### src/design/dtpu_div.sv
module dtpu_div #(
    parameter int NW = 36,
    parameter int DW = 16,
    parameter int PW = 8
) (
    input  logic          i_clk,
    input  logic          i_rst_n,
    input  logic          i_en,
    input  logic          i_valid,
    input  logic [NW-1:0] i_num,
    input  logic [DW-1:0] i_den,
    input  logic [PW-1:0] i_pay,
    output logic          o_valid,
    output logic [NW-1:0] o_quo,
    output logic [PW-1:0] o_pay
);

    logic          r_vld [NW];
    logic [DW-1:0] r_rem [NW];
    logic [NW-1:0] r_nq  [NW];
    logic [DW-1:0] r_den [NW];
    logic [PW-1:0] r_pay [NW];

    // one quotient bit per stage, restoring
    for (genvar k = 0; k < NW; k++) begin : g_stage
        logic          vin;
        logic [DW-1:0] rin;
        logic [NW-1:0] qin;
        logic [DW-1:0] din;
        logic [PW-1:0] pin;
        logic [DW:0]   t;
        logic          ge;
        logic [DW-1:0] n_rem;
        logic [NW-1:0] n_nq;

        if (k == 0) begin : g_first
            assign vin = i_valid;
            assign rin = '0;
            assign qin = i_num;
            assign din = i_den;
            assign pin = i_pay;
        end else begin : g_next
            assign vin = r_vld[k-1];
            assign rin = r_rem[k-1];
            assign qin = r_nq[k-1];
            assign din = r_den[k-1];
            assign pin = r_pay[k-1];
        end

        always_comb begin
            t     = {rin, qin[NW-1]};
            ge    = t >= {1'b0, din};
            n_rem = ge ? DW'(t - {1'b0, din}) : t[DW-1:0];
            n_nq  = {qin[NW-2:0], ge};
        end

        always_ff @(posedge i_clk) begin
            if (!i_rst_n) begin
                r_vld[k] <= 1'b0;
            end else if (i_en) begin
                r_vld[k] <= vin;
            end
        end

        always_ff @(posedge i_clk) begin
            if (i_en) begin
                r_rem[k] <= n_rem;
                r_nq[k]  <= n_nq;
                r_den[k] <= din;
                r_pay[k] <= pin;
            end
        end
    end

    assign o_valid = r_vld[NW-1];
    assign o_quo   = r_nq[NW-1];
    assign o_pay   = r_pay[NW-1];

endmodule

### config.mk
export PLATFORM = sky130hd
export DESIGN_NAME = dtpu_div
export DESIGN_NICKNAME = d
export VERILOG_FILES = /design/src/design/dtpu_div.sv
export SDC_FILE = /design/constraint.sdc
export NUM_CORES = 2
export LEC_CHECK = 0
export ABC_CLOCK_PERIOD_IN_PS = 4300
export BUFFER_PORTS_ARGS = -buffer_cell sky130_fd_sc_hd__clkbuf_2
export CAP_MARGIN = 0
export CORE_UTILIZATION = 33
export DETAILED_ROUTE_END_ITERATION = 8
export PLACE_DENSITY_LB_ADDON = 0.08
export SETUP_SLACK_MARGIN = 0.05
export SLEW_MARGIN = 5
export SYNTH_ARGS = -nofsm -noshare
export SYNTH_HDL_FRONTEND = slang
export SYNTH_SLANG_ARGS = --single-unit
### constraint.sdc
create_clock -name i_clk -period 4.3 [get_ports i_clk]
set_clock_uncertainty 0.05 [all_clocks]
set_input_delay 0.43 -clock i_clk [delete_from_list [all_inputs] [get_ports i_clk]]
set_output_delay 0.43 -clock i_clk [all_outputs]
set_load 0.005 [all_outputs]
# ---- Word-level counts from Yosys, hierarchy flattened
# Memory sizes are Yosys's and may differ from the RTL's.
# Cells that the tools add are included.
dict set report classes {
  n_mux 77
  n_bitwise 36
  n_addsub 36
  order_cmp 36
}
# operator n
set ops {}
lappend ops {{$ge A17 B16 Y1} 35}
lappend ops {{$mux W16} 36}
lappend ops {{$sub A16 B16 Y16} 35}
lappend ops {{$mux W1} 41}
lappend ops {{$or A1 B1 Y1} 36}
lappend ops {{$ge A1 B16 Y1} 1}
lappend ops {{$sub A1 B16 Y16} 1}
dict set report totals {
  wordCells 190
  reg_bits 0
  output_inout_bits 45
  ramBits 2772
  mem_count 5
  input_bits 64
}
# name depth width read_ports rd_clocked_by_memory_dff write_ports line_no
set memory_table {}
lappend memory_table {r_nq 36 36 36 0 36 20} ;# logic [NW-1:0] r_nq [NW];
lappend memory_table {r_den 36 16 35 0 36 21} ;# logic [DW-1:0] r_den [NW];
lappend memory_table {r_rem 36 16 35 0 36 19} ;# logic [DW-1:0] r_rem [NW];
lappend memory_table {r_pay 36 8 36 0 36 22} ;# logic [PW-1:0] r_pay [NW];
lappend memory_table {r_vld 36 1 36 0 36 18} ;# logic r_vld [NW];

# ---- Logic depth before layout (Yosys ltp)
dict set report logic_depth {
  word_depth 4
  depth_mapped 12
  depth_no_buf 11
}

# ---- Least setup slack after synthesis
# Ideal clock, no wire load.
dict set report synth_path {
  path_type {register to register}
  startpoint {memory r_rem[18][1]}
  endpoint {memory r_rem[19][10] (data pin)}
  required_time_ps 3990
  setup_time_ps 260
  t_arrival_ps 3063
  synth_period_minus_slack_ps 3373
  path_buffers 1
  setup_slack_ps 927
  path_stages_with_launch 11
  cell_sequence {edfxtp_1 ha_1 o21ai_1 a21oi_1 o41ai_2 o211ai_2 a221o_1 o2111a_1 a2111oi_4 buf_6 mux2_2}
}
# item line_no
set synth_rtl {}
lappend synth_rtl {{start: declaration} 19}

==> impl_metrics.py <==
metrics = {
    "worst_setup_path": {
        "critPathKind": "register to register",
        "crit_chain": "ha_1, nand3_1, nor3_1, a21boi_0, o41ai_1, buf_4, a31oi_1, o32a_1, mux2_2",
        "critical_path_arrival_ns": 4.23,
        "worst-path-buf-inv": 1,
        "max_stage_delay_ns": 0.83,
        "start_kind": "register",
        "worst_path_max_delay_cell": "o32a_1",
        "cp_top_family": "compound AO/OA/AOI/OAI gates",
        "end_kind": "register",
        "critPathRequiredTime_ns": 4.88,
        "cp_max_fo": 20,
    },
    "synthesis": {
        "synthTopCellsByArea": "edfxtp_1, ha_1, mux2_2",
        "synth_flop_cell": "edfxtp_1",
        "synth_enable_flop_cells": 2739,
        "synthArstFlopShare_pct": 0,
        "ys_seq_area_share_pct": 71.2,
        "synth_seq_cells": 2740,
        "yosys.area.top_type_share_pct": 71.2,
        "yosysUniqueCellTypes": 77,
        "synth_largest_area_cell": "edfxtp_1",
        "synth_common_cells": "edfxtp_1, inv_1, ha_1",
        "yosysMostFrequentCell": "edfxtp_1",
        "yosys_warnings": 0,
        "synth_fp_nets": 8274,
        "syn_area_um2": 116000,
        "syn_inst": 7614,
        "syn_area_per_cell_um2": 15.2,
    },
    "cts": {
        "cts.path.max_buffers": 4,
        "cts_buffers": 317,
        "cts_root_buf": "clkbuf_16",
        "cts_max_level": 5,
        "worstSkewPairLatency_ns": 0.91,
        "ctsHoldBuffers": 62,
        "cts_tree": "yes",
        "clk_pin_slew_worst_paths_ns": 0.06,
        "ctsResizeCount": 0,
        "postCtsSetupBuffers": 0,
        "numClockSinks": 2740,
    },
    "global_route": {
        "antenna_found_initial": 1,
        "grt_overflow_total": 0,
        "grt_pass1_wl_um": 356000,
        "grt.total_usage_pct": 12.7,
        "grt_pass1_vias": 61200,
        "grt_max_degree": 134,
    },
    "timing": {
        "max_freq_mhz": 274,
        "fin_crit_sh_pct": 85.0,
        "rsz0062_at_grt": "no",
        "min_period_ns": 3.65,
        "hold_viol_final": 0,
        "worst_pin_slew_ns": 1.01,
        "slew_headroom_pct": 32.4,
        "fin_tns_setup_ns": 0,
        "finalSetupViolations": 0,
        "slew_viol_final": 0,
    },
    "layout": {
        "multi_input_area_um2": 30400,
        "n_fill_cell": 32300,
        "seq_area_um2": 82300,
        "areaGrowthSynthToFinish_pct": 15.2,
        "drive_above_1_share_pct": 11.7,
        "num-nets-final": 8777,
    },
    "floorplan": {
        "start_util_pct": 33.3,
        "die_h_um": 594,
        "rows": 216,
        "die_w_um": 594,
        "ioPinCount": 109,
        "core_area_um2": 347000,
        "dieArea_um2": 353000,
    },
    "run_status": {
        "status": "finished clean",
    },
    "power_and_ir_drop": {
        "finalPower_mw": 92.1,
        "powerDensity_nw_per_um2": 692,
        "ir_worst_vdd_uv": 340,
        "p_leak_nw": 49.7,
    },
    "drt": {
        "via_count": 60700,
        "drc": 0,
        "routedWlPerCell_um": 17.6,
        "routed_wl_um": 228000,
        "drtIter0Drc": 3980,
        "drtAntennaViolNets": 0,
        "drtPass1Iterations": 6,
        "avgViaCountPerCell": 4.69,
    },
    "run": {
        "max-cap-violations": 0,
    },
    "place": {
        "io_buffers": 108,
        "dp_hpwl_um": 154000,
        "place.gp.congestion": 0.810,
    },
    "worst_hold_path": {
        "hp-class": "primary input to register",
    },
}
## power by group
group / total, mW / internal [mW] / switching [mW]
logic: 28.3 / 12.8 / 15.4
registers: 38.2 / 35.7 / 2.48
clock network: 25.6 / 14.9 / 10.7
total: 92.1 / 63.4 / 28.6
## path summary, 6_finish.rpt
path                     start      endpoint  slack [ns]  cells after the start
setup / recovery   r_rem[9][4]  r_rem[10][6]        0.65                      9
hold / removal         i_rst_n   r_vld[8][0]        0.14                      2
setup reg to reg   r_rem[9][4]  r_rem[10][6]        0.65                      9
hold reg to reg   r_nq[1][127]   r_nq[2][20]        0.32                      0
## logic make-up after synthesis
logic type	after synthesis	synth area share, %
flops	2740	71.2
buf+inv	804	2.63
fa+ha+maj	596	6.67
compound gates	1342	7.50
xor+xnor	351	2.66
simple gates	1429	5.96
mux	352	3.37
## layout make-up
type / count / area share (%)
Clock buffer: 394 / 6.28
Clock inverter: 172 / 1.07
Multi-Input combinational cell: 4070 / 22.8
Tap cell: 4578 / 4.30
Timing Repair Buffer: 262 / 1.65
Inverter: 726 / 2.05
Sequential cell: 2740 / 61.8
Antenna cell: 1 / 0.00188
## sequential cells by signal (all words and copies together), names as in the netlist
name and flops:
r_nq 1296, r_pay 288, r_rem 560, r_den 560
r_vld 36
## stage by stage
stage,setup slack [ns],instances,area (µm²),util [%],hold WS [ns]
after global placement,0.648,12300,123000,35.3,0.350
after global routing,0.378,12900,133000,38.3,0.113
final,0.647,12900,133000,38.3,0.135
after detailed placement,0.651,12300,123000,35.3,0.355
after floorplan,0.927,7614,116000,-,0.350
after CTS,0.636,12900,133000,38.3,0.0508
## cell usage in the layout (no fill, tap or decap), types with 27 or more instances in the layout
cell type / n
o21a_1: 99
inv_1: 726
o31ai_1: 49
nand2_1: 289
clkbuf_16: 323
edfxtp_1: 2739
xnor2_1: 218
mux2i_1: 57
o211ai_1: 37
o31a_1: 44
clkbuf_2: 107
or3_1: 56
nor4_1: 39
buf_12: 27
buf_4: 66
nor2b_1: 88
fa_1: 34
ha_1: 562
mux2_2: 295
a211oi_1: 34
a31oi_1: 50
nand4_1: 88
a21boi_0: 40
nand3_1: 94
a21o_1: 107
xor2_1: 133
o21ai_0: 300
nand2b_1: 70
dlygate4sd3_1: 62
a21oi_1: 366
clkbuf_1: 70
clkinv_2: 46
nor3_1: 121
nor2_1: 451
and3_1: 61
clkinv_1: 80
## routing by layer
layer  GRT usage, %  vias up  wire [µm]
li1               -    29800          -
met1           16.9    29600     105000
met2           21.2      919     109000
met3           1.86      418       8230
met4           3.97        0       6400
met5              0        -          0
Note: power is estimated with default switching activity, not from simulation.
