`src/design/dtpu_pkg.sv`:
```
package dtpu_pkg;

    typedef struct packed {
        logic [9:0]         column;
        logic [8:0]         row;
        logic signed [15:0] disparity;
        logic [7:0]         gray;
    } t_in_word;

    typedef struct packed {
        logic signed [23:0] point_x;
        logic signed [23:0] point_y;
        logic [22:0]        point_z;
        logic               point_valid;
        logic               in_window;
        logic [7:0]         gray_out;
    } t_out_word;

    localparam logic [2:0] CFG_BASELINE_FOCAL = 3'd0;
    localparam logic [2:0] CFG_CENTER_X       = 3'd1;
    localparam logic [2:0] CFG_CENTER_Y       = 3'd2;
    localparam logic [2:0] CFG_FOCAL_X        = 3'd3;
    localparam logic [2:0] CFG_FOCAL_Y        = 3'd4;
    localparam logic [2:0] CFG_BORDER         = 3'd5;
    localparam logic [2:0] CFG_MIN_DISPARITY  = 3'd6;

    localparam int Z_W    = 36;
    localparam int PROD_W = 50;
    localparam int HALF_W = 18;

    // control carried alongside the depth divider
    typedef struct packed {
        logic signed [14:0] off_x;
        logic signed [14:0] off_y;
        logic               valid;
        logic               inwin;
        logic [7:0]         gray;
    } t_depth_ctl;

    // control carried alongside the lateral divider
    typedef struct packed {
        logic        neg_x;
        logic [22:0] pz;
        logic        valid;
        logic        inwin;
        logic [7:0]  gray;
    } t_coord_ctl;

    localparam logic [22:0] Z_MAX = 23'h7FFFFF;

endpackage

```
`src/design/dtpu_mul.sv`:
```
module dtpu_mul (
    input  logic                         i_clk,
    input  logic                         i_rst_n,
    input  logic                         i_en,
    input  logic                         i_valid,
    input  logic [dtpu_pkg::Z_W-1:0]     i_z,
    input  dtpu_pkg::t_depth_ctl         i_ctl,
    output logic                         o_valid,
    output logic [dtpu_pkg::PROD_W-1:0]  o_prod_x,
    output logic [dtpu_pkg::PROD_W-1:0]  o_prod_y,
    output dtpu_pkg::t_coord_ctl         o_ctl,
    output logic                         o_neg_y
);

    localparam int HW = dtpu_pkg::HALF_W;
    localparam int PW = dtpu_pkg::PROD_W;

    logic [13:0] mag_x;
    logic [13:0] mag_y;
    logic [14:0] abs_x;
    logic [14:0] abs_y;

    logic                r_v1;
    logic [HW+13:0]      r_xl, r_xh, r_yl, r_yh;
    dtpu_pkg::t_coord_ctl r_c1;
    logic                r_ny1;

    logic                r_v2;
    logic [PW-1:0]       r_px, r_py;
    dtpu_pkg::t_coord_ctl r_c2;
    logic                r_ny2;

    always_comb begin
        abs_x = i_ctl.off_x[14] ? 15'(-i_ctl.off_x) : 15'(i_ctl.off_x);
        abs_y = i_ctl.off_y[14] ? 15'(-i_ctl.off_y) : 15'(i_ctl.off_y);
        mag_x = abs_x[13:0];
        mag_y = abs_y[13:0];
    end

    always_ff @(posedge i_clk) begin
        if (!i_rst_n) begin
            r_v1 <= 1'b0;
            r_v2 <= 1'b0;
        end else if (i_en) begin
            r_v1 <= i_valid;
            r_v2 <= r_v1;
        end
    end

    always_ff @(posedge i_clk) begin
        if (i_en) begin
            r_xl        <= mag_x * i_z[HW-1:0];
            r_xh        <= mag_x * i_z[2*HW-1:HW];
            r_yl        <= mag_y * i_z[HW-1:0];
            r_yh        <= mag_y * i_z[2*HW-1:HW];
            r_c1.neg_x  <= i_ctl.off_x[14];
            r_c1.pz     <= (i_z > dtpu_pkg::Z_W'(dtpu_pkg::Z_MAX)) ? dtpu_pkg::Z_MAX
                                                                 : i_z[22:0];
            r_c1.valid  <= i_ctl.valid;
            r_c1.inwin  <= i_ctl.inwin;
            r_c1.gray   <= i_ctl.gray;
            r_ny1       <= i_ctl.off_y[14];

            r_px  <= {r_xh, {HW{1'b0}}} + PW'(r_xl);
            r_py  <= {r_yh, {HW{1'b0}}} + PW'(r_yl);
            r_c2  <= r_c1;
            r_ny2 <= r_ny1;
        end
    end

    assign o_valid  = r_v2;
    assign o_prod_x = r_px;
    assign o_prod_y = r_py;
    assign o_ctl    = r_c2;
    assign o_neg_y  = r_ny2;

endmodule
```
`config.mk`:
```
export PLATFORM = sky130hd
export DESIGN_NAME = dtpu_mul
export DESIGN_NICKNAME = d
export VERILOG_FILES = /design/src/design/dtpu_pkg.sv /design/src/design/dtpu_mul.sv
export SDC_FILE = /design/constraint.sdc
export NUM_CORES = 2
export LEC_CHECK = 0
export BUFFER_PORTS_ARGS = -buffer_cell sky130_fd_sc_hd__buf_4
export CORE_MARGIN = 10
export CORE_UTILIZATION = 49
export DETAILED_ROUTE_END_ITERATION = 10
export PLACE_DENSITY = 0.69
export SLEW_MARGIN = 10
export SYNTH_ARGS = -nofsm -noshare
export SYNTH_HDL_FRONTEND = slang
export SYNTH_SLANG_ARGS = --single-unit
```
`constraint.sdc`:
```
create_clock -name i_clk -period 13.6 [get_ports i_clk]
set_clock_uncertainty 0.1 [all_clocks]
set_input_delay 0 -clock i_clk [delete_from_list [all_inputs] [get_ports i_clk]]
set_output_delay 0 -clock i_clk [all_outputs]
set_load 0.005 [all_outputs]
```
# Word level (Yosys, flattened, before mapping)
# Index checks and enable logic that the tools add are counted.
totals:
  register_bits: 300
  input_bits: 80
  elab_cells: 31
op_classes:
  add_sub_neg: 4
  mul: 4
  n_lt_le_gt_ge: 1
  muxes: 2
ops:
  columns: ["cell", "n"]
  rows:
  - ["$mul A14 B18 Y32", 4]
  - ["$add A50 B32 Y50", 2]
  - ["$gt A36 B23 Y1 const B", 1]
  - ["$mux W14", 2]
  - ["$neg A14 Y14", 2]

# Logic depth before layout (Yosys ltp)
depth:
  word_depth: 3
  ltp_mapped: 31
  depth_no_buf: 27

# Least setup slack after synthesis
# OpenSTA, ideal clock, no wires.
synth_timing:
  kind: "input-to-reg"
  startpoint: "in i_ctl[25] (netlist name)"
  endpoint: "reg r_xl[26], data pin"
  setup_ns: 0.258
  arrival_time_ns: 6.806
  required_ns: 13.242
  slack_ns: 6.436
  stages: 28
  path_cell_list: "clkbuf_1 > clkbuf_1 > inv_1 > ha_1 > nand2b_1 > or3_1 > o31ai_2 > xnor2_1 > clkbuf_1 > nand2_1 > fa_1 > fa_1 > inv_1 > fa_1 > fa_1 > fa_1 > inv_1 > fa_1 > inv_1 > ha_1 > a21o_1 > a21o_1 > a21o_1 > a2111oi_2 > nor3_1 > or4_1 > a21oi_1 > xnor2_1"
synth_via:
  elab_chain_cells: 3
synth_lines:
  columns: ["item", "line_no", "rtl"]
  rows:
  - ["start: declaration", "dtpu_mul.sv:7", "input dtpu_pkg::t_depth_ctl i_ctl,"]
  - ["$neg A14 Y14", "dtpu_mul.sv:34", "abs_x = i_ctl.off_x[14] ? 15'(-i_ctl.off_x) : 15'(i_ctl.off_x);"]
  - ["$mux W14 *", "dtpu_mul.sv:34", null]
  - ["$mul A14 B18 Y32 *", "dtpu_mul.sv:52", "r_xl <= mag_x * i_z[HW-1:0];"]
  - ["end signal: assignment", "dtpu_mul.sv:52", null]
  - ["end: declaration", "dtpu_mul.sv:24", "logic [HW+13:0] r_xl, r_xh, r_yl, r_yh;"]
# Every way passes the cells marked *; elsewhere a longest branch is shown, timed or not.
# A chain may end at the register's enable or synchronous reset.

# Worst setup path in the final report
layout_timing:
  startpoint: "in i_ctl[10] (netlist name)"
  endpoint: "reg r_yh[30], data pin"
layout_via:
  elab_chain_cells: 3
layout_lines:
  columns: ["item", "line_no", "rtl"]
  rows:
  - ["$neg A14 Y14", "dtpu_mul.sv:35", "abs_y = i_ctl.off_y[14] ? 15'(-i_ctl.off_y) : 15'(i_ctl.off_y);"]
  - ["$mux W14 *", "dtpu_mul.sv:35", null]
  - ["$mul A14 B18 Y32 *", "dtpu_mul.sv:55", "r_yh <= mag_y * i_z[2*HW-1:HW];"]
  - ["end signal: assignment", "dtpu_mul.sv:55", null]
  - ["end: declaration", "dtpu_mul.sv:24", null]
# Marks and branches as above.

==> run summary <==
Run status - finished clean
Ranking of synthesized cells by instance count - sky130_fd_sc_hd__inv_1 (819), sky130_fd_sc_hd__fa_1 (758), sky130_fd_sc_hd__nand2_1 (664)
Antenna violations before repair - 3
Final routed wire length divided by cell count - 18.5 um
Flip-flop cell with the highest count after synthesis - sky130_fd_sc_hd__edfxtp_1
Number of placed cells counting well taps - 5715
Total half-perimeter wirelength after legalization and detailed placement - 79.5 mm
Path type of the worst min-delay path - input pin to register
Number of warnings printed during yosys synthesis - 0
DRT Wirelength - 108 mm
DRC - 0
DR pass1 iterations - 6
Slew Limit Fails - 0
Clock Sinks - 300
Number of buffers inserted during clock tree synthesis - 34
Top cell type by total area after synthesis - sky130_fd_sc_hd__fa_1
Initial cell density of the core - 0.494
Cell type of the slowest stage on the worst timing path - sky130_fd_sc_hd__fa_1
Crit path launch type - input pin
Synth top area cells - sky130_fd_sc_hd__fa_1 (34%), sky130_fd_sc_hd__edfxtp_1 (20%), sky130_fd_sc_hd__ha_1 (12%)
Filler cell count - 7942
Global-route congestion overflow total - 0
Total GRT Usage - 0.214
Signal arrival time at the worst endpoint - 8.01 ns
Post-Syn Area - 0.0446 sq mm
Overall die area - 0.103 sq mm
Endpoint class of the critical path - register
CTS tree - yes
Layout cells sized above 1 - 0.0797
Horizontal extent of the die - 322 um
PostCTS Resize Cnt - 0
Depth of the worst hold-timing path - 2
Core ar. - 0.0901 sq mm
Via count of the first global-routing pass - 33100
Number of routed nets with antenna violations - 0
Critical path class - input pin to register
Share of the clock period used by the worst path after layout - 0.573
Final setup TNS - 0 ns
Reg2Reg Launch Point - r_xl[18]
CTS Root Buffer Type - sky130_fd_sc_hd__clkbuf_16
Pin count of the biggest net entering global routing - 155
Number of hold-repair buffers added at the cts stage - 39
Post-Syn Nets - 5777
Register area share after synthesis - 0.202
Non-filler instance count after layout - 5817
Top-area cell type share of the netlist area - 0.340
Average footprint of a synthesized cell - 9.85 sq um
Worst setup path startpoint - i_ctl[10]
Flip-flop and latch count after synthesis - 300
Multi-input combinational cell area - 0.0318 sq mm
Critical path destination - r_yh[30]
Maxcap violations - 0
H-tree depth reported by CTS - 2
DR vias/cell - 5.37
Chip Height - 322 um
Total vias in the final route - 31200
Cell variety after synth - 70
Rows - 110
Max_slew headroom - 0.291
Number of I/O port buffers - 215
Layout net count - 5866
Final hold violation count - 0
Maximum clock rate - 128 MHz
Worst R2R Path Depth - 11
Wire length of the first global-routing pass - 177 mm
Crit path max fanout - 38
Iteration-0 DRC Markers - 2057
Most frequently used cell type in the post-synthesis netlist - sky130_fd_sc_hd__inv_1
Register-to-register setup slack - 10.37 ns
Endpoints failing setup - 0
Routability-driven placement congestion ratio - 0.876
Number of buffers inserted by post-CTS setup repair - 0
Area growth from synthesis to layout - 9.30%
Number of instances in the synthesized netlist - 4525
Largest incremental delay on the critical path - 0.55 ns
Endpoint of the lowest-slack register-to-register path - o_prod_x[44]
Ports - 216
Minimum clock period - 7.80 ns
CTS max path bufs - 3
Clock network latency to the later pin of the worst-skew pair - 0.58 ns
Worst endpoint required time - 13.81 ns
RSZ-0062 raised after global routing - false
Cell mode on critical path - sky130_fd_sc_hd__fa_1
Clock-pin slew reported for the worst setup and hold paths after clock tree synthesis - 0.06 ns
Share of flip-flops with an asynchronous set or reset after synthesis - 0
Number of enable flip-flop cells after synthesis - 298
Flip-flop and latch area - 0.00899 sq mm
Worst slew pin tran - 1.06 ns
## cell families after synthesis
| group | synth area share |
|---|---|
| muxes | 0.00112 |
| DFF | 0.202 |
| adders and majority gates | 0.457 |
| and+or+nand+nor | 0.150 |
| xor gates and xnor gates | 0.0381 |
| buffers and inverters | 0.0885 |
| AOI/OAI and AO/OA | 0.0637 |
## worst max-delay path: cells and delay by family
family,cells,cell delay (ns)
xor gates and xnor gates,2,0.27
and+or+nand+nor,4,1.19
adders and majority gates,7,3.35
buffers and inverters,6,1.38
AOI/OAI and AO/OA,6,1.78
## registers in the layout (all words and copies together), names as in the netlist, 32 cells and up
signal    flops
r_xl         32
o_prod_y     50
r_c1         34
r_xh         32
r_yh         32
o_ctl        34
o_prod_x     50
r_yl         32
## layer usage
metal,wire [um],vias up,track usage,part of all wire
li1,-,14300,-,-
met5,0,-,0,0
met3,7250,166,0.0335,0.067
met4,2960,0,0.0623,0.027
met1,44200,15800,0.274,0.41
met2,53500,1024,0.371,0.50
## per-stage QoR
step                area [sq um]   util  worst slack (ns)  hold slack, ns
CTS                        48700  0.540              5.85         0.00693
global placement           47200  0.524              5.96          0.0779
detailed placement         47200  0.524              5.76          0.0808
global route               48700  0.540              5.46          0.0254
floorplan                  44600      -              6.44        -0.00113
finish                     48700  0.540              5.80          0.0242
## final cells by class
class	instances	area share
Inverter	819	0.0631
Sequential cell	300	0.184
Clock buffer	42	0.0181
Multi-Input combinational cell	3176	0.653
Clock inverter	20	0.00460
Tap cell	1176	0.0302
Antenna cell	1	0.0000514
Timing Repair Buffer	283	0.0460
## placed cells by master, fill, tap and decap left out, types with 24 or more instances in the layout
cell | synthesis | final
sky130_fd_sc_hd__a21o_1 | 78 | 78
sky130_fd_sc_hd__a21oi_1 | 134 | 134
sky130_fd_sc_hd__and2_1 | 442 | 442
sky130_fd_sc_hd__buf_4 | 0 | 242
sky130_fd_sc_hd__clkbuf_16 | 0 | 34
sky130_fd_sc_hd__dlygate4sd3_1 | 0 | 39
sky130_fd_sc_hd__edfxtp_1 | 298 | 298
sky130_fd_sc_hd__fa_1 | 758 | 758
sky130_fd_sc_hd__ha_1 | 414 | 414
sky130_fd_sc_hd__inv_1 | 819 | 819
sky130_fd_sc_hd__nand2_1 | 664 | 664
sky130_fd_sc_hd__nand3_1 | 34 | 34
sky130_fd_sc_hd__nand4_1 | 35 | 35
sky130_fd_sc_hd__nor2_1 | 73 | 73
sky130_fd_sc_hd__o21ai_0 | 75 | 75
sky130_fd_sc_hd__or2_2 | 30 | 30
sky130_fd_sc_hd__xnor2_1 | 145 | 121
sky130_fd_sc_hd__xnor2_2 | 0 | 24
sky130_fd_sc_hd__xor2_1 | 49 | 49
## how the worst min path moves through the flow
stage | from | slack [ns] | end
floorplan | i_ctl[0] | -0.001 | r_c1[0]
CTS | i_z[13] | 0.007 | r_c1[23]
global placement | i_ctl[3] | 0.08 | r_c1[3]
finish | i_z[12] | 0.02 | r_c1[22]
global route | i_ctl[4] | 0.03 | r_c1[4]
detailed placement | i_ctl[0] | 0.08 | r_c1[0]
Power is left out: the tool's default activity adds up to more than one toggle a clock period on the data nets, which glitch-free logic cannot reach.
